--- src/design/p2ac_pkg.sv ---
// Shared types and constants for the 2x2 average pooling classifier.
// No dependencies; imported by every design file of the block but p2ac_ram.
package p2ac_pkg;

  // Configuration register layout
  localparam int SIZE_W      = 9;    // out_cols / out_rows
  localparam int THR_W       = 14;   // Q2 thresholds
  localparam int CFG_DATA_W  = 14;   // widest register
  localparam int CFG_INDEX_W = 2;

  localparam int MAX_OUT_ROWS = 256;
  localparam int ROW_W        = 9;   // sample row inside a frame, < 2*MAX_OUT_ROWS

  localparam logic [SIZE_W-1:0] OUT_COLS_RST = 9'd5;
  localparam logic [SIZE_W-1:0] OUT_ROWS_RST = 9'd5;
  localparam logic [THR_W-1:0]  HIGH_THR_RST = 14'd260;
  localparam logic [THR_W-1:0]  CRIT_THR_RST = 14'd340;

  typedef enum logic [CFG_INDEX_W-1:0] {
    REG_OUT_COLS = 2'd0,
    REG_OUT_ROWS = 2'd1,
    REG_HIGH_THR = 2'd2,
    REG_CRIT_THR = 2'd3
  } cfg_reg_t;

  typedef enum logic [1:0] {
    LEVEL_NORMAL   = 2'd0,
    LEVEL_HIGH     = 2'd1,
    LEVEL_CRITICAL = 2'd2
  } level_t;

  // Block position and frame flag that travel with a pair sum
  typedef struct packed {
    logic       last;
    logic [7:0] col;
    logic [7:0] row;
  } stage_t;

endpackage

--- src/design/pool_2x2_average_classify.sv ---
// Top level of the 2x2 average pooling classifier.
// Uses p2ac_pkg, p2ac_front, p2ac_ram and p2ac_back.
//
// Usage:
//  - Input channel: sample (signed, whole degrees) and frame_start, in raster
//    order, with sample_valid / sample_stall. A request is taken at a clock
//    edge with sample_valid high and sample_stall low. frame_start puts the
//    position back to row 0, column 0 for that sample.
//  - Result channel: average_q2 (sum of the four samples = Q2 average),
//    level_class (0 normal, 1 high, 2 critical), block_col, block_row and
//    last_of_frame, with result_valid / result_stall. One result per 2x2
//    block, produced by the bottom-right sample of the block.
//  - Configuration: cfg_we / cfg_index / cfg_data write out_cols, out_rows
//    and the two Q2 thresholds; write only while the block is idle.
//  - Path: the request that finishes a block loads the stage register, whose
//    contents then pass through classify into the result register. Throughput:
//    one sample per cycle while sample_stall is low.
//  - The line buffer (one pair sum per output column) is a RAM with one
//    write and one registered read port; the read port carries the upper
//    pair sum into the second stage.
//  - Stall: a stage register and the result register act as a skid pair;
//    sample_stall rises only while both are full and result_stall is high.
//  - Reset: position, partial sum and valid flags clear, registers return to
//    5 x 5 blocks with thresholds 260 and 340. Line buffer is not cleared.
module pool_2x2_average_classify #(
  parameter int MAX_OUT_COLS = 256,
  parameter int SAMPLE_BITS  = 12
) (
  input  logic                                clk,
  input  logic                                rst,
  input  logic                                cfg_we,
  input  logic [p2ac_pkg::CFG_INDEX_W-1:0]    cfg_index,
  input  logic [p2ac_pkg::CFG_DATA_W-1:0]     cfg_data,
  input  logic                                sample_valid,
  output logic                                sample_stall,
  input  logic signed [SAMPLE_BITS-1:0]       sample,
  input  logic                                frame_start,
  output logic                                result_valid,
  input  logic                                result_stall,
  output logic signed [SAMPLE_BITS+1:0]       average_q2,
  output logic [1:0]                          level_class,
  output logic [7:0]                          block_col,
  output logic [7:0]                          block_row,
  output logic                                last_of_frame
);
  import p2ac_pkg::*;

  localparam int CLAMP_COLS = (MAX_OUT_COLS < 511) ? MAX_OUT_COLS : 511;
  localparam int ADDR_W     = (CLAMP_COLS > 1) ? $clog2(CLAMP_COLS) : 1;
  localparam int PAIR_W     = SAMPLE_BITS + 1;

  // configuration registers
  logic [SIZE_W-1:0]       out_cols;
  logic [SIZE_W-1:0]       out_rows;
  logic signed [THR_W-1:0] high_thr;
  logic signed [THR_W-1:0] crit_thr;

  always_ff @(posedge clk) begin
    if (rst) begin
      out_cols <= OUT_COLS_RST;
      out_rows <= OUT_ROWS_RST;
      high_thr <= HIGH_THR_RST;
      crit_thr <= CRIT_THR_RST;
    end else if (cfg_we) begin
      unique case (cfg_reg_t'(cfg_index))
        REG_OUT_COLS: out_cols <= cfg_data[SIZE_W-1:0];
        REG_OUT_ROWS: out_rows <= cfg_data[SIZE_W-1:0];
        REG_HIGH_THR: high_thr <= cfg_data[THR_W-1:0];
        REG_CRIT_THR: crit_thr <= cfg_data[THR_W-1:0];
        default: ;
      endcase
    end
  end

  // handshake glue
  logic   accept;
  logic   take;
  logic   stage_valid;
  stage_t stage_info;
  logic signed [PAIR_W-1:0] stage_pair;

  logic              ram_we;
  logic [ADDR_W-1:0] ram_waddr;
  logic [PAIR_W-1:0] ram_wdata;
  logic              ram_re;
  logic [ADDR_W-1:0] ram_raddr;
  logic [PAIR_W-1:0] ram_rdata;

  assign sample_stall = stage_valid & result_valid & result_stall;
  assign accept       = sample_valid & ~sample_stall;
  assign take         = stage_valid & (~result_valid | ~result_stall);

  p2ac_front #(
    .MAX_OUT_COLS (MAX_OUT_COLS),
    .SAMPLE_BITS  (SAMPLE_BITS)
  ) u_front (
    .clk         (clk),
    .rst         (rst),
    .accept      (accept),
    .take        (take),
    .sample      (sample),
    .frame_start (frame_start),
    .out_cols    (out_cols),
    .out_rows    (out_rows),
    .ram_we      (ram_we),
    .ram_waddr   (ram_waddr),
    .ram_wdata   (ram_wdata),
    .ram_re      (ram_re),
    .ram_raddr   (ram_raddr),
    .stage_valid (stage_valid),
    .stage_info  (stage_info),
    .stage_pair  (stage_pair)
  );

  // line buffer of upper pair sums
  p2ac_ram #(
    .WIDTH (PAIR_W),
    .DEPTH (CLAMP_COLS)
  ) u_line_buf (
    .clk   (clk),
    .we    (ram_we),
    .waddr (ram_waddr),
    .wdata (ram_wdata),
    .re    (ram_re),
    .raddr (ram_raddr),
    .rdata (ram_rdata)
  );

  p2ac_back #(
    .SAMPLE_BITS (SAMPLE_BITS)
  ) u_back (
    .clk           (clk),
    .rst           (rst),
    .take          (take),
    .result_stall  (result_stall),
    .stage_info    (stage_info),
    .stage_pair    (stage_pair),
    .upper_pair    (ram_rdata),
    .high_thr      (high_thr),
    .crit_thr      (crit_thr),
    .result_valid  (result_valid),
    .average_q2    (average_q2),
    .level_class   (level_class),
    .block_col     (block_col),
    .block_row     (block_row),
    .last_of_frame (last_of_frame)
  );

endmodule

--- src/design/p2ac_ram.sv ---
// Generic single-write, single-read RAM with registered read data.
// No dependencies.
module p2ac_ram #(
  parameter int WIDTH = 13,
  parameter int DEPTH = 256,
  localparam int ADDR_W = (DEPTH > 1) ? $clog2(DEPTH) : 1
) (
  input  logic              clk,
  input  logic              we,
  input  logic [ADDR_W-1:0] waddr,
  input  logic [WIDTH-1:0]  wdata,
  input  logic              re,
  input  logic [ADDR_W-1:0] raddr,
  output logic [WIDTH-1:0]  rdata
);

  logic [WIDTH-1:0] mem [DEPTH];

  always_ff @(posedge clk) begin
    if (we) begin
      mem[waddr] <= wdata;
    end
    if (re) begin
      rdata <= mem[raddr];
    end
  end

endmodule

--- src/design/p2ac_front.sv ---
// Front stage: raster position tracking, horizontal pair sums, line buffer
// access and the stage register ahead of the output. Uses p2ac_pkg.
module p2ac_front #(
  parameter int MAX_OUT_COLS = 256,
  parameter int SAMPLE_BITS  = 12,
  localparam int CLAMP_COLS  = (MAX_OUT_COLS < 511) ? MAX_OUT_COLS : 511,
  localparam int ADDR_W      = (CLAMP_COLS > 1) ? $clog2(CLAMP_COLS) : 1,
  localparam int PAIR_W      = SAMPLE_BITS + 1
) (
  input  logic                          clk,
  input  logic                          rst,
  input  logic                          accept,
  input  logic                          take,
  input  logic signed [SAMPLE_BITS-1:0] sample,
  input  logic                          frame_start,
  input  logic [p2ac_pkg::SIZE_W-1:0]   out_cols,
  input  logic [p2ac_pkg::SIZE_W-1:0]   out_rows,
  output logic                          ram_we,
  output logic [ADDR_W-1:0]             ram_waddr,
  output logic [PAIR_W-1:0]             ram_wdata,
  output logic                          ram_re,
  output logic [ADDR_W-1:0]             ram_raddr,
  output logic                          stage_valid,
  output p2ac_pkg::stage_t              stage_info,
  output logic signed [PAIR_W-1:0]      stage_pair
);
  import p2ac_pkg::*;

  localparam int COL_W = $clog2(2 * CLAMP_COLS);
  localparam int CNT_W = COL_W + 1;

  logic [COL_W-1:0]              column_position;
  logic [COL_W-1:0]              column_position_next;
  logic [ROW_W-1:0]              row_position;
  logic [ROW_W-1:0]              row_position_next;
  logic signed [SAMPLE_BITS-1:0] pair_partial_sum;

  logic [SIZE_W-1:0] cols_sat;
  logic [SIZE_W-1:0] rows_sat;
  logic [CNT_W-1:0]  cols;
  logic [CNT_W-1:0]  width;
  logic [CNT_W-1:0]  col_cur;
  logic [CNT_W-1:0]  col_inc;
  logic [CNT_W-1:0]  bc;
  logic [ROW_W:0]    height;
  logic [ROW_W:0]    row_cur;
  logic [ROW_W:0]    row_inc;
  logic [ROW_W:0]    br;
  logic              emit;
  logic              last;
  logic signed [PAIR_W-1:0] pair;

  always_comb begin
    // sizes saturate into 1..max
    if (out_cols == '0) begin
      cols_sat = SIZE_W'(1);
    end else if (out_cols > SIZE_W'(CLAMP_COLS)) begin
      cols_sat = SIZE_W'(CLAMP_COLS);
    end else begin
      cols_sat = out_cols;
    end
    if (out_rows == '0) begin
      rows_sat = SIZE_W'(1);
    end else if (out_rows > SIZE_W'(MAX_OUT_ROWS)) begin
      rows_sat = SIZE_W'(MAX_OUT_ROWS);
    end else begin
      rows_sat = out_rows;
    end
    cols   = CNT_W'(cols_sat);
    width  = cols << 1;
    height = {1'b0, rows_sat} << 1;

    // current position, after frame restart and out-of-range wrap
    col_cur = frame_start ? '0 : CNT_W'(column_position);
    if (col_cur >= width) begin
      col_cur = '0;
    end
    row_cur = frame_start ? '0 : {1'b0, row_position};
    if (row_cur >= height) begin
      row_cur = '0;
    end

    bc = col_cur >> 1;
    br = row_cur >> 1;

    // advance
    col_inc = col_cur + CNT_W'(1);
    row_inc = row_cur;
    if (col_inc >= width) begin
      col_inc = '0;
      row_inc = row_cur + (ROW_W + 1)'(1);
      if (row_inc >= height) begin
        row_inc = '0;
      end
    end
    column_position_next = COL_W'(col_inc);
    row_position_next    = ROW_W'(row_inc);

    pair = PAIR_W'(pair_partial_sum) + PAIR_W'(sample);
    emit = col_cur[0] & row_cur[0];
    last = (bc == cols - CNT_W'(1)) && (br == {1'b0, rows_sat} - (ROW_W + 1)'(1));
  end

  // upper row of a block stores its pair sum, lower row fetches it
  assign ram_we    = accept & col_cur[0] & ~row_cur[0];
  assign ram_waddr = ADDR_W'(bc);
  assign ram_wdata = pair;
  assign ram_re    = accept & emit;
  assign ram_raddr = ADDR_W'(bc);

  always_ff @(posedge clk) begin
    if (rst) begin
      column_position  <= '0;
      row_position     <= '0;
      pair_partial_sum <= '0;
      stage_valid      <= 1'b0;
    end else if (accept) begin
      column_position <= column_position_next;
      row_position    <= row_position_next;
      if (!col_cur[0]) begin
        pair_partial_sum <= sample;
      end
      stage_valid <= emit;
    end else if (take) begin
      stage_valid <= 1'b0;
    end
  end

  always_ff @(posedge clk) begin
    if (accept) begin
      stage_info.last <= last;
      stage_info.col  <= 8'(bc);
      stage_info.row  <= 8'(br);
      stage_pair      <= pair;
    end
  end

endmodule

--- src/design/p2ac_back.sv ---
// Back stage: block sum, threshold classification and the result register.
// Uses p2ac_pkg.
module p2ac_back #(
  parameter int SAMPLE_BITS = 12,
  localparam int PAIR_W     = SAMPLE_BITS + 1,
  localparam int AVG_W      = SAMPLE_BITS + 2
) (
  input  logic                              clk,
  input  logic                              rst,
  input  logic                              take,
  input  logic                              result_stall,
  input  p2ac_pkg::stage_t                  stage_info,
  input  logic signed [PAIR_W-1:0]          stage_pair,
  input  logic [PAIR_W-1:0]                 upper_pair,
  input  logic signed [p2ac_pkg::THR_W-1:0] high_thr,
  input  logic signed [p2ac_pkg::THR_W-1:0] crit_thr,
  output logic                              result_valid,
  output logic signed [AVG_W-1:0]           average_q2,
  output logic [1:0]                        level_class,
  output logic [7:0]                        block_col,
  output logic [7:0]                        block_row,
  output logic                              last_of_frame
);
  import p2ac_pkg::*;

  localparam int CMP_W = (AVG_W > THR_W) ? AVG_W : THR_W;

  logic signed [PAIR_W-1:0] upper_s;
  logic signed [AVG_W-1:0]  avg;
  logic signed [CMP_W-1:0]  avg_c;
  logic signed [CMP_W-1:0]  high_c;
  logic signed [CMP_W-1:0]  crit_c;
  level_t                   level;

  always_comb begin
    upper_s = signed'(upper_pair);
    avg     = AVG_W'(upper_s) + AVG_W'(stage_pair);
    avg_c   = CMP_W'(avg);
    high_c  = CMP_W'(high_thr);
    crit_c  = CMP_W'(crit_thr);
    priority if (avg_c <= high_c) begin
      level = LEVEL_NORMAL;
    end else if (avg_c <= crit_c) begin
      level = LEVEL_HIGH;
    end else begin
      level = LEVEL_CRITICAL;
    end
  end

  always_ff @(posedge clk) begin
    if (rst) begin
      result_valid <= 1'b0;
    end else if (take) begin
      result_valid <= 1'b1;
    end else if (!result_stall) begin
      result_valid <= 1'b0;
    end
  end

  always_ff @(posedge clk) begin
    if (take) begin
      average_q2    <= avg;
      level_class   <= level;
      block_col     <= stage_info.col;
      block_row     <= stage_info.row;
      last_of_frame <= stage_info.last;
    end
  end

endmodule

--- config.mk ---
export PLATFORM = sky130hd
export DESIGN_NAME = pool_2x2_average_classify
export DESIGN_NICKNAME = d
export VERILOG_FILES = /design/src/design/p2ac_pkg.sv /design/src/design/pool_2x2_average_classify.sv /design/src/design/p2ac_ram.sv /design/src/design/p2ac_front.sv /design/src/design/p2ac_back.sv
export SDC_FILE = /design/constraint.sdc
export NUM_CORES = 2
export LEC_CHECK = 0
export BUFFER_PORTS_ARGS = -buffer_cell sky130_fd_sc_hd__buf_2
export CORE_UTILIZATION = 50
export CTS_CLUSTER_SIZE = 24
export DETAILED_ROUTE_END_ITERATION = 10
export PLACE_DENSITY = 0.71
export SYNTH_ARGS = -nofsm -noshare
export SYNTH_HDL_FRONTEND = slang
export SYNTH_SLANG_ARGS = --single-unit
--- constraint.sdc ---
create_clock -name clk -period 29.7 [get_ports clk]
set_input_delay 2.97 -clock clk [delete_from_list [all_inputs] [get_ports clk]]
set_output_delay 2.97 -clock clk [all_outputs]
set_load 0.1 [all_outputs]
# == After elaboration in Yosys (flattened, before gate mapping) ==
# Memory sizes are Yosys's and may differ from the RTL's. A register that Yosys moved wholly into a read port is not among the register bits.
# Index checks and enable logic that the tools add are counted.
# classes
add_sub_neg,6
order_cmp,8
n_eq_ne,6
mux,18
bitwise,14
n_reduce_logical,10
# ops
op,count
$mux W9,10
$ge A10 B10 Y1,4
$le A14 B14 Y1,2
$sub A9 B1 Y10 const B,2
$gt A9 B9 Y1 const B,2
$logic_not A9 Y1,2
$add A13 B13 Y14,1
$add A12 B12 Y13,1
$add A10 B1 Y10 const B,1
$add A9 B1 Y10 const B,1
$eq A8 B10 Y1,1
$eq A9 B10 Y1,1
$mux W10,1
$reduce_and A2 Y1,5
$and A1 B1 Y1,8
$mux W1,6
$not A1 Y1,5
$eq A2 B2 Y1 const B,2
$eq A2 B1 Y1 const B,1
$logic_not A2 Y1,1
$mux W2,1
$ne A2 B1 Y1 const B,1
$reduce_bool A2 Y1,1
$logic_and A1 B1 Y1,1
$or A1 B1 Y1,1
# word_totals
ff_bits,141
ram_bits,3328
input_bits,34
out_inout_bits,35
word_cells,81
mem_count,1
# memory_table
name,words,width,read_ports,rd_ports_with_merged_regs,wr,line,rtl
u_line_buf.mem,256,13,1,1,1,p2ac_ram.sv:17,logic [WIDTH-1:0] mem [DEPTH];

# == Logic depth before layout (Yosys ltp) ==
# depth
word_depth,9
ltp_mapped,27
ltp_nobuf,25

# == Hierarchy ==
# A second synthesis with hierarchy kept.
# hier_totals
cells_unflattened,6706
hier_area_um2,137566.9
# by_module_without_submodules
mod,n_inst,cells_each,area_per_inst_um2,seq_area_each_um2
p2ac_ram,1,5729,128514.5,100326.2
p2ac_front,1,574,4774.6,1521.5
p2ac_back,1,227,2401.1,1011.0
pool_2x2_average_classify,1,176,1876.8,920.9

# == Worst setup path after synthesis ==
# OpenSTA, ideal clock, no wires.
# synth_path
path_type,input port to flip-flop
start,in sample[0]
end,"reg u_front.stage_pair[12], data pin"
setup_time_ps,2321
t_arrival_ps,15294
required_ps,27379
setup_slack_ps,12085
stages,13
path_buffers,0
path_cell_list,ha_1 > inv_1 > fa_1 > nor2b_1 > o21ai_0 > a21boi_0 > o21ai_0 > a21boi_0 > o21ai_0 > a21boi_0 > o21ai_0 > nand2b_1 > a221oi_1
# synth_between
elab_chain_cells,1
# synth_lines
item,line,rtl
start: declaration,pool_2x2_average_classify.sv:36,"input logic signed [SAMPLE_BITS-1:0] sample,"
$add A12 B12 Y13,p2ac_front.sv:99,pair = PAIR_W'(pair_partial_sum) + PAIR_W'(sample);
via ram_wdata[12],pool_2x2_average_classify.sv:84,logic [PAIR_W-1:0] ram_wdata;
end signal: assignment,p2ac_front.sv:134,stage_pair <= pair;
end: declaration,p2ac_front.sv:25,output logic signed [PAIR_W-1:0] stage_pair
# The timed path passes the listed nets, and every way through them passes these cells.
# A chain may end at the register's enable or synchronous reset.

# == Worst setup path in the final report ==
# layout_path
start,in frame_start
end,"reg u_line_buf.rdata[4], read port of u_line_buf.mem, data pin"
# layout_between
elab_chain_cells,5
word_cells_on_any_way,8
classes_between,order compare (2); mux (4); bitwise (2)
# layout_lines
item,line,rtl
start: declaration,pool_2x2_average_classify.sv:37,"input logic frame_start,"
"$mux W9, on equally long branches","p2ac_front.sv:74, p2ac_front.sv:78",
"$ge A10 B10 Y1, on equally long branches","p2ac_front.sv:75, p2ac_front.sv:79",
$mux W10 or $mux W9 (tied branches),"p2ac_front.sv:75, p2ac_front.sv:79",
$and A1 B1 Y1,p2ac_front.sv:100,emit = col_cur[0] & row_cur[0];
$and A1 B1 Y1,p2ac_front.sv:108,assign ram_re = accept & emit;
end: declaration,p2ac_ram.sv:14,output logic [WIDTH-1:0] rdata
# Several ways; a longest one is shown, not always the timed one.

==> results.py <==
metrics = {
    "status": {
        "status": "completed",
    },
    "setup_path": {
        "crit_path_start_kind": "input port",
        "cp-end-kind": "flip-flop",
        "cp.required_ns": 30.49,
        "cp.arrival_ns": 9.98,
        "r2r_end": "u_line_buf.rdata[4]",
        "worstPathMaxFanout": 155,
        "worstSetupPathType": "input port to flip-flop",
        "startpoint": "frame_start",
        "timing.rr.start": "out_cols[1]",
        "r2r_slack_ns": 21.57,
        "reg2reg_depth": 20,
    },
    "power": {
        "switchingPower_mw": 2.170,
        "combPwrFrac_pct": 4.3,
        "p_clk_share_pct": 41.2,
        "p_leak_nw": 46.39,
        "internal_power_mw": 8.099,
        "p_seq_share_pct": 54.5,
        "swShare_pct": 21.13,
        "ir_worst_vdd_mv": 0.04654,
        "p_per_area_nw_per_um2": 69.74,
    },
    "cts": {
        "cts_buffer_depth": 4,
        "post-cts-setup-buffers": 0,
        "numClockSinks": 3482,
        "cts_resized": 0,
        "clock-root-buffer": "clkbuf_16",
        "cts_tree": "built",
        "clk_pin_slew_ns": 0.06,
        "worstSkewPairLatency_ns": 0.99,
        "cts-htree-levels": 5,
        "hold_buffers": 0,
        "numCtsBuffers": 350,
    },
    "logic_synthesis": {
        "synth-main-ff-cell": "edfxtp_1",
        "synth_edf_count": 3404,
        "syn-cell-area_um2": 131100,
        "ys_types": 68,
        "ys_seq_area_share_pct": 79.13,
        "syn_nets": 8095,
        "synth_area_leaders": "edfxtp_1 (78%), a22oi_1 (9.4%), a21oi_1 (3.5%)",
        "yosys.area.top_type_share_pct": 77.94,
        "yosysWarnings": 0,
        "netlist_instances": 7968,
        "async_flop_share_pct": 0,
        "yosys_register_bits": 3482,
        "avgSynthCellArea_um2": 16.46,
        "synth_area_leader_cell": "edfxtp_1",
    },
    "job": {
        "maxCapViolations": 0,
    },
    "cells_and_area": {
        "areaGrowthSynthToFinish_pct": 12.28,
        "fin_nets": 8266,
        "ff_latch_area_um2": 103800,
        "layout-drive-gt1-share_pct": 11.26,
        "utilization_pct": 56.60,
        "stdcell_area_um2": 147300,
        "layout_commonest_cell": "edfxtp_1",
        "final_cells": 11895,
        "fillerInstances": 19380,
        "layout_common_cells": "edfxtp_1 (3404), a22oi_1 (1648), a21oi_1 (907)",
        "multi_input_area_um2": 25060,
    },
    "route": {
        "drt-initial-drc-count": 12710,
        "ant_nets": 0,
        "drc": 0,
        "wl_per_cell_um": 30.44,
        "vias": 79075,
        "drt-pass1-iter-count": 6,
        "drt-vias-per-instance": 6.648,
        "routed_wl_um": 362100,
    },
    "timing": {
        "min_period_ns": 9.196,
        "finalSetupTns_ns": 0,
        "finalHoldViolCount": 0,
        "max_clock_freq_ghz": 0.1087,
        "rsz0062_at_grt": "no",
        "relSlewSlack_pct": 1.619,
        "slew_viol_final": 0,
        "skew_ns": 0.06138,
        "setup_violations": 0,
        "worst_pin_slew_ns": 1.476,
        "fin_crit_sh_pct": 30.96,
    },
    "place": {
        "port-buffer-count": 68,
        "dp_hpwl_um": 198100,
        "placed_area_um2": 136400,
        "routabilityCongestion": 0.8650,
        "place_inst": 11277,
    },
    "global_routing": {
        "grt_max_degree": 213,
        "overflow": 0,
        "grt_pass1_vias": 75664,
        "grt_antenna_before_repair": 19,
        "gr-usage-all-layers_pct": 26.90,
        "grt_pass1_wl_um": 523500,
    },
    "floorplanning": {
        "std_cell_rows": 187,
        "ioPinCount": 69,
        "dieArea_um2": 264300,
        "die-height_um": 514.1,
        "core_area_um2": 260200,
        "die-width_um": 514.1,
        "initial_utilization_pct": 50.41,
    },
    "hold_path": {
        "hold_depth": 0,
        "hp-start": "u_front.stage_info[15]",
        "hp-class": "flip-flop to flip-flop",
        "holdPathEnd": "u_back.block_col[7]",
    },
}
[cell type report]
cell class,count,share of cell area (%)
antenna,8,0.01360
clock buffer,446,6.313
clock inverter,158,1.024
inverter,74,0.1937
multi-input combinational,3855,17.02
sequential,3482,70.48
tap,3496,2.971
timing repair buffer,376,1.992
[how the worst max path moves through the flow]
stage                              to
6_report          u_line_buf.rdata[4]
5_1_grt           u_line_buf.rdata[4]
4_1_cts          u_line_buf.rdata[12]
3_5_place_dp     u_line_buf.rdata[12]
3_3_place_gp     u_line_buf.rdata[12]
2_1_floorplan  u_front.stage_pair[12]
[cell usage after synthesis, types with 4 or more instances]
cell and count:
and2_1 6, o21a_1 10, a21o_1 4, nor3_1 20
nor4_1 217, o21ai_1 31, o21bai_1 5, a221oi_1 5
o21ai_0 57, a22oi_2 18, nor2b_1 26, a211o_1 9
xor2_1 14, nand3b_1 6, inv_1 71, mux2i_1 19
nand3_1 26, xnor2_1 34, buf_1 59, dfxtp_1 78
nand2b_1 11, nor2_1 333, a21oi_1 907, clkbuf_1 365
buf_6 13, nand2_1 165, o22ai_1 107, a21boi_0 4
buf_2 119, ha_1 91, and3_1 7, nand4_1 25
edfxtp_1 3404, a22oi_1 1648
[critical path: stages]
cell      delay, ns
buf_2          0.40
nand2b_1       0.19
inv_1          0.06
ha_1           0.29
a211oi_1       0.39
a31oi_2        0.24
nor4_2         0.41
buf_4          0.53
buf_12         0.57
buf_12         0.54
buf_4          0.84
a22oi_1        0.15
a21oi_1        0.39
nor4_1         0.09
o22ai_1        0.42
o21ai_0        0.61
nand4_1        0.30
[per-layer routing]
layer,track usage [%],vias up,wire length (µm)
li1,-,32841,-
met1,37.03,39694,134000
met2,41.40,5701,167400
met3,6.115,809,44770
met4,11.31,30,15750
met5,0,-,213
[registers in the layout, indices dropped and copies added (netlist names), 8 cells and up]
register / flops
u_line_buf.mem: 3328
u_front.stage_info: 17
crit_thr: 14
high_thr: 14
u_back.average_q2: 14
u_front.stage_pair: 13
u_line_buf.rdata: 13
u_front.pair_partial_sum: 12
out_cols: 9
out_rows: 9
u_front.column_position: 9
u_front.row_position: 9
u_back.block_col: 8
u_back.block_row: 8
[cells by family after synthesis]
group                      synth area share (%)
DFF                                       79.13
AOI/OAI and AO/OA                         14.35
and+or+nand+nor                           3.143
buffers and inverters                     1.997
adders and majority gates                0.8987
xor gates and xnor gates                 0.3206
muxes                                    0.1622
[power groups by stage]
stage / Clock [mW] / Sequential (mW) / Combinational, mW
5_1_grt: 4.44 / 5.59 / 0.460
2_1_floorplan: 0 / 5.80 / 0.212
3_5_place_dp: 0 / 5.70 / 0.429
4_1_cts: 4.25 / 5.60 / 0.430
6_report: 4.23 / 5.60 / 0.437
3_3_place_gp: 0 / 5.70 / 0.407
[through the flow]
stage	setup WS, ns	power (mW)	hold WS, ns
2_1_floorplan	12.08	6.008	0.4003
3_3_place_gp	19.76	6.106	0.4024
3_5_place_dp	19.84	6.129	0.4063
4_1_cts	20.87	10.28	0.4182
5_1_grt	20.49	10.49	0.4246
6_report	20.50	10.27	0.4195
Power figures use the tool's default switching activity.
